<file path="src/rtl/lrukv_pkg.sv">
`timescale 1ns / 1ps
package lrukv_pkg;

  // Default sizes of the entry store.
  localparam int DEF_MAX_ENTRIES = 16;
  localparam int DEF_KEY_BITS    = 16;
  localparam int DEF_VALUE_BITS  = 32;

  // Capacity register and occupancy field widths are fixed by the interface.
  localparam int CAP_BITS = 5;
  localparam int OCC_BITS = 5;
  localparam logic [CAP_BITS-1:0] CAP_RESET = 5'd16;

  // Operation codes carried on the kind field.
  localparam logic KIND_GET = 1'b0;
  localparam logic KIND_PUT = 1'b1;

endpackage

</file>
<file path="src/rtl/lrukv_in_stage.sv">
`timescale 1ns / 1ps
module lrukv_in_stage import lrukv_pkg::*; #(
  parameter int KEY_BITS   = DEF_KEY_BITS,
  parameter int VALUE_BITS = DEF_VALUE_BITS
) (
  input  logic                  clk,
  input  logic                  rst,
  input  logic                  in_valid,
  output logic                  in_ready,
  input  logic                  kind,
  input  logic [KEY_BITS-1:0]   key,
  input  logic [VALUE_BITS-1:0] value,
  input  logic                  go,
  output logic                  stage_valid,
  output logic                  stage_kind,
  output logic [KEY_BITS-1:0]   stage_key,
  output logic [VALUE_BITS-1:0] stage_value
);

  logic take;

  // The held item leaves when the store processes it, so a new one may enter
  // in the same cycle.
  assign in_ready = !stage_valid || go;
  assign take     = in_valid && in_ready;

  always_ff @(posedge clk) begin
    if (rst) begin
      stage_valid <= 1'b0;
    end else if (take) begin
      stage_valid <= 1'b1;
    end else if (go) begin
      stage_valid <= 1'b0;
    end
  end

  always_ff @(posedge clk) begin
    if (take) begin
      stage_kind  <= kind;
      stage_key   <= key;
      stage_value <= value;
    end
  end

endmodule

</file>
<file path="src/rtl/lrukv_store.sv">
`timescale 1ns / 1ps
module lrukv_store import lrukv_pkg::*; #(
  parameter int MAX_ENTRIES = DEF_MAX_ENTRIES,
  parameter int KEY_BITS    = DEF_KEY_BITS,
  parameter int VALUE_BITS  = DEF_VALUE_BITS
) (
  input  logic                  clk,
  input  logic                  rst,
  input  logic                  cfg_we,
  input  logic [CAP_BITS-1:0]   cfg_data,
  input  logic                  go,
  input  logic                  op_kind,
  input  logic [KEY_BITS-1:0]   op_key,
  input  logic [VALUE_BITS-1:0] op_value,
  output logic                  res_hit,
  output logic [VALUE_BITS-1:0] res_value,
  output logic [OCC_BITS-1:0]   res_occupancy
);

  localparam int RW    = (MAX_ENTRIES > 1) ? $clog2(MAX_ENTRIES) : 1;
  localparam int CNT_W = $clog2(MAX_ENTRIES + 1);
  localparam int CMP_W = (CNT_W > CAP_BITS) ? CNT_W : CAP_BITS;
  localparam int OCW   = (CMP_W > OCC_BITS) ? CMP_W : OCC_BITS;

  logic [CAP_BITS-1:0]   capacity;
  logic [MAX_ENTRIES-1:0] valid;
  logic [KEY_BITS-1:0]   entry_key [MAX_ENTRIES];
  logic [VALUE_BITS-1:0] entry_value [MAX_ENTRIES];
  logic [RW-1:0]         rank [MAX_ENTRIES];
  logic [CNT_W-1:0]      count;

  logic [MAX_ENTRIES-1:0] match;
  logic [MAX_ENTRIES-1:0] lru;
  logic [MAX_ENTRIES-1:0] free_oh;
  logic [MAX_ENTRIES-1:0] slot_oh;
  logic                   found;
  logic                   is_put;
  logic [RW-1:0]          hit_rank;
  logic [VALUE_BITS-1:0]  hit_value;
  logic [RW-1:0]          lru_rank;
  logic [CMP_W-1:0]       cap_ext;
  logic [CMP_W-1:0]       eff_cap;
  logic                   full;
  logic                   evict;
  logic                   do_insert;
  logic [MAX_ENTRIES-1:0] valid_next;
  logic [CNT_W-1:0]       count_next;
  logic [RW-1:0]          rank_next [MAX_ENTRIES];

  // Capacity zero acts as one; values past the store size saturate.
  always_comb begin
    cap_ext = CMP_W'(capacity);
    if (capacity == '0) begin
      eff_cap = CMP_W'(1);
    end else if (cap_ext > CMP_W'(MAX_ENTRIES)) begin
      eff_cap = CMP_W'(MAX_ENTRIES);
    end else begin
      eff_cap = cap_ext;
    end
  end

  assign full     = CMP_W'(count) >= eff_cap;
  assign is_put   = (op_kind == KIND_PUT);
  assign lru_rank = RW'(count - CNT_W'(1));
  assign free_oh  = ~valid & (valid + MAX_ENTRIES'(1));

  // Every entry compares its own key; valid ranks form a permutation of
  // 0..count-1, so the oldest entry is the one ranked count-1.
  always_comb begin
    hit_rank  = '0;
    hit_value = '0;
    for (int i = 0; i < MAX_ENTRIES; i++) begin
      match[i] = valid[i] && (entry_key[i] == op_key);
      lru[i]   = valid[i] && (rank[i] == lru_rank);
      if (match[i]) begin
        hit_rank  = hit_rank | rank[i];
        hit_value = hit_value | entry_value[i];
      end
    end
  end

  assign found     = |match;
  assign evict     = full && (|lru);
  assign slot_oh   = evict ? lru : free_oh;
  assign do_insert = is_put && !found && (|slot_oh);

  always_comb begin
    valid_next = valid;
    count_next = count;
    for (int i = 0; i < MAX_ENTRIES; i++) begin
      rank_next[i] = rank[i];
    end
    if (found) begin
      for (int i = 0; i < MAX_ENTRIES; i++) begin
        if (match[i]) begin
          rank_next[i] = '0;
        end else if (valid[i] && (rank[i] < hit_rank)) begin
          rank_next[i] = rank[i] + RW'(1);
        end
      end
    end else if (do_insert) begin
      valid_next = valid | slot_oh;
      if (!evict) begin
        count_next = count + CNT_W'(1);
      end
      for (int i = 0; i < MAX_ENTRIES; i++) begin
        if (slot_oh[i]) begin
          rank_next[i] = '0;
        end else if (valid[i]) begin
          rank_next[i] = rank[i] + RW'(1);
        end
      end
    end
  end

  assign res_hit       = found;
  assign res_value     = (found && !is_put) ? hit_value : '0;
  assign res_occupancy = OCC_BITS'(OCW'(count_next));

  always_ff @(posedge clk) begin
    if (rst) begin
      capacity <= CAP_RESET;
      valid    <= '0;
      count    <= '0;
      for (int i = 0; i < MAX_ENTRIES; i++) begin
        rank[i] <= '0;
      end
    end else if (cfg_we) begin
      capacity <= cfg_data;
      valid    <= '0;
      count    <= '0;
      for (int i = 0; i < MAX_ENTRIES; i++) begin
        rank[i] <= '0;
      end
    end else if (go) begin
      valid <= valid_next;
      count <= count_next;
      for (int i = 0; i < MAX_ENTRIES; i++) begin
        rank[i] <= rank_next[i];
      end
    end
  end

  always_ff @(posedge clk) begin
    if (go && is_put) begin
      for (int i = 0; i < MAX_ENTRIES; i++) begin
        if (match[i]) begin
          entry_value[i] <= op_value;
        end else if (do_insert && slot_oh[i]) begin
          entry_key[i]   <= op_key;
          entry_value[i] <= op_value;
        end
      end
    end
  end

endmodule

</file>
<file path="src/rtl/lrukv_out_stage.sv">
`timescale 1ns / 1ps
module lrukv_out_stage import lrukv_pkg::*; #(
  parameter int VALUE_BITS = DEF_VALUE_BITS
) (
  input  logic                  clk,
  input  logic                  rst,
  input  logic                  load,
  output logic                  can_load,
  input  logic                  res_hit,
  input  logic [VALUE_BITS-1:0] res_value,
  input  logic [OCC_BITS-1:0]   res_occupancy,
  output logic                  out_valid,
  input  logic                  out_ready,
  output logic                  hit,
  output logic [VALUE_BITS-1:0] read_value,
  output logic [OCC_BITS-1:0]   occupancy
);

  assign can_load = !out_valid || out_ready;

  always_ff @(posedge clk) begin
    if (rst) begin
      out_valid <= 1'b0;
    end else if (load) begin
      out_valid <= 1'b1;
    end else if (out_ready) begin
      out_valid <= 1'b0;
    end
  end

  always_ff @(posedge clk) begin
    if (load) begin
      hit        <= res_hit;
      read_value <= res_value;
      occupancy  <= res_occupancy;
    end
  end

endmodule

</file>
<file path="src/rtl/lru_key_value_cache.sv">
`timescale 1ns / 1ps
// Fully associative key-value cache with least-recently-used replacement.
// Input channel (in_valid/in_ready) carries one item: kind (get or put), key
// and value. Each item yields exactly one result item on the output channel
// (out_valid/out_ready): hit, read_value (the stored value on a get hit, else
// zero) and occupancy after the operation.
// An item accepted at a rising edge waits in the input register until the
// result register is free or being emptied; then the key compare across
// all entries, the recency update and the replacement choice run in one
// combinational pass into the result register, from which the result item
// is offered. One item per cycle is sustained as long as the receiver keeps
// out_ready high.
// The configuration channel (cfg_valid/cfg_ready/cfg_data) writes the
// capacity register and empties the cache; it is ready whenever no item
// waits in the input register.
// Reset empties the cache and sets the capacity to sixteen. When the receiver
// stalls, the result register holds its item, the input register fills, and
// in_ready drops until the result is taken.
module lru_key_value_cache import lrukv_pkg::*; #(
  parameter int MAX_ENTRIES = DEF_MAX_ENTRIES,
  parameter int KEY_BITS    = DEF_KEY_BITS,
  parameter int VALUE_BITS  = DEF_VALUE_BITS
) (
  input  logic                  clk,
  input  logic                  rst,
  input  logic                  cfg_valid,
  output logic                  cfg_ready,
  input  logic [CAP_BITS-1:0]   cfg_data,
  input  logic                  in_valid,
  output logic                  in_ready,
  input  logic                  kind,
  input  logic [KEY_BITS-1:0]   key,
  input  logic [VALUE_BITS-1:0] value,
  output logic                  out_valid,
  input  logic                  out_ready,
  output logic                  hit,
  output logic [VALUE_BITS-1:0] read_value,
  output logic [OCC_BITS-1:0]   occupancy
);

  logic                  stage_valid;
  logic                  stage_kind;
  logic [KEY_BITS-1:0]   stage_key;
  logic [VALUE_BITS-1:0] stage_value;
  logic                  can_load;
  logic                  go;
  logic                  res_hit;
  logic [VALUE_BITS-1:0] res_value;
  logic [OCC_BITS-1:0]   res_occupancy;

  // An item is processed when it sits in the input register and the result
  // register is free or being emptied in the same cycle.
  assign go        = stage_valid && can_load;
  assign cfg_ready = !stage_valid;

  lrukv_in_stage #(
    .KEY_BITS   (KEY_BITS),
    .VALUE_BITS (VALUE_BITS)
  ) u_in (
    .clk         (clk),
    .rst         (rst),
    .in_valid    (in_valid),
    .in_ready    (in_ready),
    .kind        (kind),
    .key         (key),
    .value       (value),
    .go          (go),
    .stage_valid (stage_valid),
    .stage_kind  (stage_kind),
    .stage_key   (stage_key),
    .stage_value (stage_value)
  );

  lrukv_store #(
    .MAX_ENTRIES (MAX_ENTRIES),
    .KEY_BITS    (KEY_BITS),
    .VALUE_BITS  (VALUE_BITS)
  ) u_store (
    .clk           (clk),
    .rst           (rst),
    .cfg_we        (cfg_valid && cfg_ready),
    .cfg_data      (cfg_data),
    .go            (go),
    .op_kind       (stage_kind),
    .op_key        (stage_key),
    .op_value      (stage_value),
    .res_hit       (res_hit),
    .res_value     (res_value),
    .res_occupancy (res_occupancy)
  );

  lrukv_out_stage #(
    .VALUE_BITS (VALUE_BITS)
  ) u_out (
    .clk           (clk),
    .rst           (rst),
    .load          (go),
    .can_load      (can_load),
    .res_hit       (res_hit),
    .res_value     (res_value),
    .res_occupancy (res_occupancy),
    .out_valid     (out_valid),
    .out_ready     (out_ready),
    .hit           (hit),
    .read_value    (read_value),
    .occupancy     (occupancy)
  );

endmodule
</file>
<file path="config.mk">
export PLATFORM = sky130hd
export DESIGN_NAME = lru_key_value_cache
export DESIGN_NICKNAME = d
export VERILOG_FILES = /design/src/rtl/lrukv_pkg.sv /design/src/rtl/lrukv_in_stage.sv /design/src/rtl/lrukv_store.sv /design/src/rtl/lrukv_out_stage.sv /design/src/rtl/lru_key_value_cache.sv
export SDC_FILE = /design/constraint.sdc
export NUM_CORES = 2
export LEC_CHECK = 0
export BUFFER_PORTS_ARGS = -buffer_cell sky130_fd_sc_hd__buf_4
export CORE_UTILIZATION = 50
export CTS_CLUSTER_DIAMETER = 100
export CTS_CLUSTER_SIZE = 14
export DETAILED_ROUTE_END_ITERATION = 16
export PLACE_DENSITY = 0.65
export SLEW_MARGIN = 20
export SYNTH_ARGS = -nofsm -noshare
export SYNTH_HDL_FRONTEND = slang
export SYNTH_SLANG_ARGS = --single-unit
</file>
<file path="constraint.sdc">
create_clock -name clk -period 6.7 [get_ports clk]
set_input_delay 1.005 -clock clk [delete_from_list [all_inputs] [get_ports clk]]
set_output_delay 1.005 -clock clk [all_outputs]
set_load 0.05 [all_outputs]
</file>
==> run metrics <==
hold depth=1; antenna violations before repair=3; detail-routed net length per standard cell=30.6 µm; Vias=24.5k; Die W=285 µm; global-route wire length before repair=167 mm; number of setup violations in the final report=0; largest net degree at the start of global routing=42; power density over the cells=258 nW/µm²; post-synthesis instance area=40100 µm²; vias in the first global route=24.2k; top flip-flop cell by instance count after synthesis=edfxtp_1; # rows=103; hold_sp=u_store.cap_ext[0]$_SDFFE_PP0P_; internal power=8.93 mW; required time reported for the critical path endpoint=7.23 ns; final critical path time including I/O delays and setup=5.60 ns; setup repair after global routing missed its margin=false; setup total negative slack=0 ns; port buffer count=99; worst slew margin relative to its limit=25.4%; buffer count from post-CTS setup fixing=0; die area=81400 µm²; Worst Hold Class=reg -> reg; kind of launch point of the worst setup path=flop; TritonCTS clock tree=done; number of enable-type register cells in the synthesized netlist=915; synthesized instance count=2564; worst voltage drop across the vdd grid=0.000305 V; Clk pwr share=36.4%; number of remaining DRC errors=0; switching share of power=22.2%; number of max-slew violations in the final report=0; part of the total power dissipated in sequential elements=58.7%; average cell area after synthesis=15.7 µm²; distinct cell type count after synthesis=72; hold_buf cts=0; starting utilization of the core area=50.6%; final cell utilization of the core=56.2%; number of storage elements in the synthesis netlist=947; setup slack of the worst register-to-register path=1.10 ns; reg-to-reg startpoint=u_in.stage_key[10]$_DFFE_PP_; grt total ovfl=0; clk sink count=947; Detailed Route WL=115 mm; master cell of the clock root buffer=clkbuf_16; highest fanout seen on the critical path=37; maxcap violations=0; Mapped Nets=2694; number of top-level design ports=100; kind of end point of the critical path=flop; count of endpoints failing hold in the final timing report=0; final setup skew=0.0242 ns; Crit path arrival time=6.13 ns; Lkg Pwr=14.3 nW; antenna-violating nets left=0; die outline height=285 µm; number of violations reported at the end of detailed-routing iteration 0=3079; estimated wirelength of the detail-placed design=69.1 mm; Layout Nets=2822; combinational group share of total power=4.8%; Worst-Skew Late Latency=0.66 ns; share of the cycle needed by the critical path after routing=83.6%; GPL Wtd Cong=0.990; CTS Buffer Depth=3; async set or reset register ratio after synthesis=0%; vias per inst=6.52; Min-Delay Endpoint=u_store.cap_ext[0]$_SDFFE_PP0P_; P_sw=2.55 mW; TritonCTS buffer count=77; maximum clock frequency=179 MHz; Ys Warns=0; synthesis-to-finish area growth=11.0%; CTS H-tree lvls=3; number of iterations in the first detailed-routing pass=5; Tot GR Track Use=28.2%; share of cells above drive strength 1=12.0%; critical setup path kind=reg -> reg; R2R Path End=u_store.rank[0][3]$_SDFFE_PP0P_; post-CTS clock slew at the launch and capture registers of the worst setup and hold paths=0.07 ns; measured slew at the worst slew-check pin=1.11 ns; result of the run=complete, no violations; share of synthesized area occupied by flip-flops and latches=70.1%; number of resized instances in the post-cts repair step=0; standard cell core area=79300 µm²; count of cells along the worst register-to-register path=15
[sequential cells by signal, indices dropped and copies added (netlist names)]
| name | count |
|---|---|
| u_in.stage_key | 16 |
| u_store.cap_ext | 5 |
| u_out.occupancy | 5 |
| u_in.stage_valid | 1 |
| u_out.hit | 1 |
| u_store.entry_key | 256 |
| u_in.stage_kind | 1 |
| u_in.stage_value | 32 |
| u_store.count | 5 |
| u_out.read_value | 32 |
| u_store.rank | 64 |
| u_store.valid | 16 |
| u_store.entry_value | 512 |
| u_out.out_valid | 1 |
[cells by family after synthesis]
family | Yosys count | synth area share [%]
muxes | 6 | 0.159
DFF | 947 | 70.1
adders and majority gates | 71 | 2.21
AOI/OAI and AO/OA | 496 | 9.74
buffers and inverters | 159 | 2.06
and+or+nand+nor | 527 | 7.22
xor gates and xnor gates | 358 | 8.53
[cells in the final DEF, fill, tap and decap left out, types with 9 or more instances in the layout]
cell       synthesis  routed
buf_4             15     183
dfxtp_1           32      32
o22ai_1            9       9
ha_1              71      71
a221oi_1         134     134
or4_1             21      21
or3_1             12      12
nor2_1           125     115
inv_1             17      16
a22o_1           139     139
o21ai_0           30      30
xor2_1           105     105
and2_1            20      19
nand4_1           97      97
o21a_1             9       9
nand3b_1           9       9
xnor2_1          232     232
nand3_1           58      58
a21oi_1           57      57
clkbuf_16          0      78
nor3_1            24      22
o31ai_1           19      19
and3_1            24      23
nor4b_1           14      11
edfxtp_1         915     915
nor4_1            22      15
a22oi_1           12      12
nand2b_1          11      10
clkbuf_1          89      17
nand2_1           59      59
xnor3_1           21      21
a41oi_1           33      33
[stage by stage]
stage / setup WS [ns] / cells / power (mW) / hold slack, ns / cell area (µm²)
floorplan: 1.56 / 2564 / 7.18 / 0.443 / 40100
global placement: 1.33 / 3663 / 7.39 / 0.465 / 42400
detailed placement: 1.24 / 3663 / 7.42 / 0.478 / 42400
CTS: 1.19 / 3765 / 11.5 / 0.492 / 44500
global route: 0.844 / 3765 / 11.8 / 0.505 / 44500
finish: 1.10 / 3766 / 11.5 / 0.497 / 44500
[layout make-up]
| class | count | area, µm² |
|---|---|---|
| clock buffer | 95 | 2020 |
| inverter | 18 | 67.6 |
| fill | 6179 | 34700 |
| tap | 1050 | 1310 |
| antenna | 1 | 2.50 |
| multi-input combinational | 1458 | 11400 |
| timing repair buffer | 190 | 1510 |
| clock inverter | 7 | 145 |
| sequential | 947 | 28100 |
[cells in the mapped netlist, types with 4 or more instances]
cell | instances | area [µm²]
a31oi_1 | 5 | 31.3
nand2b_1 | 11 | 68.8
nand3b_1 | 9 | 67.6
a211o_1 | 8 | 70.1
xnor3_1 | 21 | 473
o21ai_1 | 4 | 20.0
a21o_1 | 14 | 105
nor3_1 | 24 | 120
xor2_1 | 105 | 920
and4_1 | 6 | 52.6
a21oi_1 | 57 | 285
nand2_1 | 59 | 221
o31ai_1 | 19 | 143
xnor2_1 | 232 | 2030
nor2b_1 | 6 | 37.5
and2_1 | 20 | 125
buf_6 | 12 | 135
buf_4 | 15 | 113
nor2_1 | 125 | 469
a221oi_1 | 134 | 1170
inv_1 | 17 | 63.8
a41oi_1 | 33 | 289
buf_2 | 14 | 70.1
and3_1 | 24 | 150
buf_1 | 5 | 18.8
edfxtp_1 | 915 | 27500
nand4b_1 | 7 | 61.3
or3_1 | 12 | 75.1
nor4_1 | 22 | 138
or4_1 | 21 | 158
a22o_1 | 139 | 1220
a22oi_1 | 12 | 90.1
o22ai_1 | 9 | 56.3
o21ai_0 | 30 | 150
nand4_1 | 97 | 607
nand3_1 | 58 | 290
buf_8 | 6 | 90.1
nor4b_1 | 14 | 123
dfxtp_1 | 32 | 641
ha_1 | 71 | 888
o21a_1 | 9 | 67.6
clkbuf_1 | 89 | 334
[worst max-delay path by stage]
stage | from | end | slack (ns) | depth (start not counted)
final | u_in.stage_key[10]$_DFFE_PP_ | u_store.rank[0][3]$_SDFFE_PP0P_ | 1.10 | 15
after global routing | u_in.stage_key[4]$_DFFE_PP_ | u_store.rank[0][62]$_SDFFCE_PP0P_ | 0.84 | 16
after CTS | u_in.stage_key[10]$_DFFE_PP_ | u_store.rank[0][62]$_SDFFCE_PP0P_ | 1.19 | 16
after detailed placement | u_in.stage_key[10]$_DFFE_PP_ | u_store.rank[0][30]$_SDFFCE_PN0P_ | 1.24 | 14
after global placement | u_store.count[0]$_SDFFE_PP0P_ | u_store.entry_key[0][45]$_DFFE_PP_ | 1.33 | 11
after floorplan | u_store.count[0]$_SDFFE_PP0P_ | u_store.entry_value[1][224]$_DFFE_PP_ | 1.56 | 16
[power by group through the flow]
stage / sequential (mW) / combinational, mW / clock, mW
after floorplan: 6.83 / 0.348 / 0
after global placement: 6.86 / 0.537 / 0
after detailed placement: 6.86 / 0.551 / 0
after CTS: 6.74 / 0.554 / 4.23
after global routing: 6.75 / 0.602 / 4.44
final: 6.74 / 0.556 / 4.18
[critical path: stages (launching register included)]
cell	delay, ns
edfxtp_1	0.74
buf_12	0.32
xnor2_1	0.54
nand4_1	0.18
nor4_1	0.37
nor4b_2	0.46
buf_4	0.70
a22oi_1	0.26
nand3_1	0.15
nor2_1	0.22
ha_1	0.38
a211oi_1	0.23
o31ai_1	0.09
a21oi_1	0.41
a21oi_2	0.13
a22o_1	0.26
[per-layer routing]
metal	vias up	GRT usage (%)	share of wire, %
met5	-	0	0.0096
met4	2	9.20	3.0
met3	219	5.15	9.1
met2	1374	43.4	45
met1	12500	40.8	43
li1	10400	-	-
Note: power is estimated with default switching activity, not from simulation.
